## src/rtl/core/assert_macros.svh

```systemverilog
// Assertion macros for the allocator RTL.
`ifndef ASSERT_MACROS_SVH
`define ASSERT_MACROS_SVH
`ifndef ASSERT_OFF
`define ASSERT_IMPLIES(label, clk, rst_n, a, b) \
    label: assert property (@(posedge clk) disable iff (!rst_n) (a) |-> (b)) \
        else $error("assertion failed");
`define ASSERT_NEXT(label, clk, rst_n, a, b) \
    label: assert property (@(posedge clk) disable iff (!rst_n) (a) |=> (b)) \
        else $error("assertion failed");
`else
`define ASSERT_IMPLIES(label, clk, rst_n, a, b)
`define ASSERT_NEXT(label, clk, rst_n, a, b)
`endif
`endif

```

## src/rtl/core/bpa_rank_mem.sv

```systemverilog
// Per-page allocation rank, synchronous memory.
module bpa_rank_mem #(
    parameter int PAGE_CAP = 1024
) (
    input  logic                        clk,
    input  logic                        we,
    input  logic [$clog2(PAGE_CAP)-1:0] waddr,
    input  logic [3:0]                  wdata,
    input  logic [$clog2(PAGE_CAP)-1:0] raddr,
    output logic [3:0]                  rdata
);
    logic [3:0] mem [PAGE_CAP];

    always_ff @(posedge clk)
    begin
        if (we)
        begin
            mem[waddr] <= wdata;
        end
        rdata <= mem[raddr];
    end
endmodule

```

## config.mk

```make
export PLATFORM = sky130hd
export DESIGN_NAME = bpa_rank_mem
export DESIGN_NICKNAME = d
export VERILOG_FILES = /design/src/rtl/core/assert_macros.svh /design/src/rtl/core/bpa_rank_mem.sv
export SDC_FILE = /design/constraint.sdc
export NUM_CORES = 2
export LEC_CHECK = 0
export BUFFER_PORTS_ARGS = -buffer_cell sky130_fd_sc_hd__buf_2
export CAP_MARGIN = 0
export CORE_MARGIN = 2
export CORE_UTILIZATION = 44
export DETAILED_ROUTE_END_ITERATION = 8
export PLACE_DENSITY_LB_ADDON = 0.15
export SLEW_MARGIN = 20
export SYNTH_ARGS = -nofsm -noshare
export SYNTH_HDL_FRONTEND = slang
export SYNTH_SLANG_ARGS = --single-unit
```

## constraint.sdc

```tcl
create_clock -name clk -period 3.7 [get_ports clk]
set_input_delay 0.74 -clock clk [delete_from_list [all_inputs] [get_ports clk]]
set_output_delay 0.74 -clock clk [all_outputs]
set_load 0.005 [all_outputs]
```

==> results.toml <==
[layout]
syn2layout_area_growth_pct = 15.9
final_util = 0.513
nets = 9042
drive_gt1_frac = 0.261
nFillCells = 29100
finalNonFillerCells = 14200

[drt]
ant_nets = 0
post_drt_wl_per_cell_um = 34.1
drcViolationCount = 0
first_iter_violations = 10900
vias_per_cell = 6.09
first_pass_iters = 5
wirelength_um = 484000
vias = 86500

[grt]
antenna_found_initial = 36
use_met2 = 0.418
grt_pass1_vias = 87500
grt_overflow = 0
track_usage = 0.258
grt_pass1_wl_um = 681000
grtUsageMet1 = 0.362
gr-usage-met3 = 0.0398
grt.busiest_layer = "met2"
grt_max_degree = 147

[clocking]
ctsHoldBuffers = 0
clk_path_buf_depth = 4
cts_setup_buffers = 0
insertion_delay_ps = 990
htreeDepth = 5
tritoncts = "done"
clkSinkCount = 4100
cts_resized = 0
cts_buffers = 429
cts-root-buf = "clkbuf_16"
path_clk_slew_ps = 60

[sta]
finalClockSkew_ps = 62.0
slew_violations = 0
fin_crit_sh = 0.947
setup_viol = 0
finalSetupTns_ps = 0
worst_pin_slew_ps = 1030
fmaxAchievable_ghz = 0.285
max_slew_margin = 0.310
period_needed_ps = 3500
hold_viol = 0
rsz0062_at_grt = "false"

[flow_run]
drv_cap = 0

[power_and_ir_drop]
p_comb_frac = 0.057
power_frac_clock = 0.425
p_total_uw = 98700
power.share.sequential = 0.519
p_int_uw = 77100
p_leak_uw = 0.0594
peakVddDrop_uv = 456
swShare = 0.219
power_switching_uw = 21600
power_density_nw_per_um2 = 525

[logic_synthesis]
postSynth.asyncResetShare = 0
ys_seq_area_frac = 0.759
synth_top_family_by_area = "multiplexers"
synth-seq-cells = 4100
synth_most_common_cell = "edfxtp_1"
synthCells = 8290
syn_avg_cell_area_um2 = 19.6
yosys.area_share.simple = 0.0399
synth_edf_count = 4096
synth-main-ff-cell = "edfxtp_1"
yosysWarningCount = 0
muxShareOfSynthArea = 0.152
synth_top_area_cell = "edfxtp_1"
synthesis.area_um2 = 162000
syn-num-nets = 8316
synthTopCellsByArea = "edfxtp_1 (76%), mux4_2 (12%), mux2i_1 (2.8%)"
synth_xor_area_frac = 0
yosys.area_share.adder = 0
synth_common_cells = "edfxtp_1 (4096), nor2_1 (1103), mux4_2 (875)"
yosysTopAreaCellShare = 0.759
synth_compound_area_frac = 0.0296
synthDistinctLibCells = 76

[worst_setup_path]
path_cells = "buf_12, buf_4, buf_12, buf_12, buf_4, buf_4, mux2i_1, o221ai_1, nor3_1, nor4_1, buf_4, nand3_1, nor4_1, buf_4, o21ai_1, nand4_1"
timing.critical_path.mode_cell = "buf_4"
cp.required_ps = 4640
critPathSlowestCell = "nor4_1"
slowest_delay_ps = 570
critPathLaunchType = "primary input"
setup.worst_path.end_class = "flip-flop"
critPathMaxFanout = 24
cp_data_arrival_time_ps = 4440
path_class = "primary input to flip-flop"

[floorplan]
fp.dieH_um = 611
ios = 30
die_area_um2 = 373000
core_um2 = 366000
die_w_um = 611
rows = 222
start_util = 0.443

[placement]
place_hpwl_um = 311000
dp_cells = 13400
gp_congestion = 0.856
io_buffer_count = 29

[worst_hold_path]
min_path_type = "primary input to flip-flop"

[outcome]
status = "completed"
-- through the flow --
stage               hold slack, ps  cell area, um^2  setup slack (ps)
global placement               977           174000             -1150
finish                         145           188000               195
detailed placement             941           174000              -821
global route                   117           188000              85.5
floorplan                      804           162000               378
CTS                           65.9           188000               224
-- flip-flops by register name, indices dropped and copies added (netlist names) --
register	flops
rdata	4
mem	4096
-- worst paths after layout --
kind,cells past startpoint,end,slack [ps],start
max,16,rdata[0],200,raddr[0]
min,1,mem[779][1],140,wdata[1]
max reg2reg,9,rdata[2],260,mem[775][2]
min reg2reg,5,rdata[2],940,mem[755][2]
-- metal layers --
| metal | wire length [um] | up-vias | part of all wire |
|---|---|---|---|
| met5 | 97 | - | 0.00020 |
| met3 | 39300 | 734 | 0.081 |
| met4 | 15900 | 14 | 0.033 |
| met1 | 195000 | 46300 | 0.40 |
| li1 | - | 35400 | - |
| met2 | 234000 | 3992 | 0.48 |
-- cell usage in the layout, fill, tap and decap left out, types with 7 or more instances in the layout --
cell	synthesis	final
nor3_1	100	99
nand2_1	166	161
o221ai_1	168	168
a221oi_1	29	29
nand2b_1	12	11
a22o_1	11	11
nand3_1	62	38
a31oi_1	11	11
clkbuf_1	300	88
mux2i_1	461	461
mux4_2	875	875
nor4_1	21	20
buf_2	64	19
nor2b_1	15	10
a211oi_1	13	12
clkinv_2	0	86
edfxtp_1	4096	4096
o2111ai_1	9	9
clkinvlp_4	0	13
clkinv_16	0	7
o22ai_1	89	89
nand3_4	0	24
buf_12	1	173
bufinv_16	0	34
a21oi_1	129	129
a2111oi_0	10	9
or2_2	9	8
o21ai_0	66	66
diode_2	0	18
buf_4	60	686
and3_1	12	12
mux2_2	23	23
a22oi_1	80	80
nor2_1	1103	1101
clkbuf_16	0	434
clkinv_1	1	103
nand4_1	12	12
-- power by group through the flow --
stage | sequential [uW] | combinational, uW | clock [uW]
2_1_floorplan | 52100 | 2500 | 0
3_3_place_gp | 52100 | 5530 | 0
5_1_grt | 51100 | 5820 | 44200
6_report | 51200 | 5580 | 41900
3_5_place_dp | 52100 | 5600 | 0
4_1_cts | 51200 | 5610 | 42500
-- cell families (layout without fill, tap and decap cells) --
| logic type | after synthesis | after routing |
|---|---|---|
| flops | 4100 | 4100 |
| simple gates | 1560 | 1560 |
| mux | 1359 | 1359 |
| compound gates | 674 | 674 |
| buf+inv | 597 | 1671 |
| other cells | 0 | 18 |
-- cell type report --
type / instances / area [um^2] / area share
multi-input combinational: 3593 / 36300 / 0.193
timing repair buffer: 886 / 8820 / 0.0470
sequential: 4100 / 123000 / 0.655
inverter: 6 / 36.3 / 0.000193
antenna: 18 / 45.0 / 0.000240
clock buffer: 522 / 11200 / 0.0596
clock inverter: 257 / 2360 / 0.0126
tap: 4816 / 6030 / 0.0321
-- critical path, delay by kind of cell --
| family | cells | cell delay, ps |
|---|---|---|
| mux | 1 | 110 |
| buf+inv | 8 | 1720 |
| simple gates | 5 | 1250 |
| compound gates | 2 | 530 |
No activity file was read; power rests on OpenSTA's default activity.
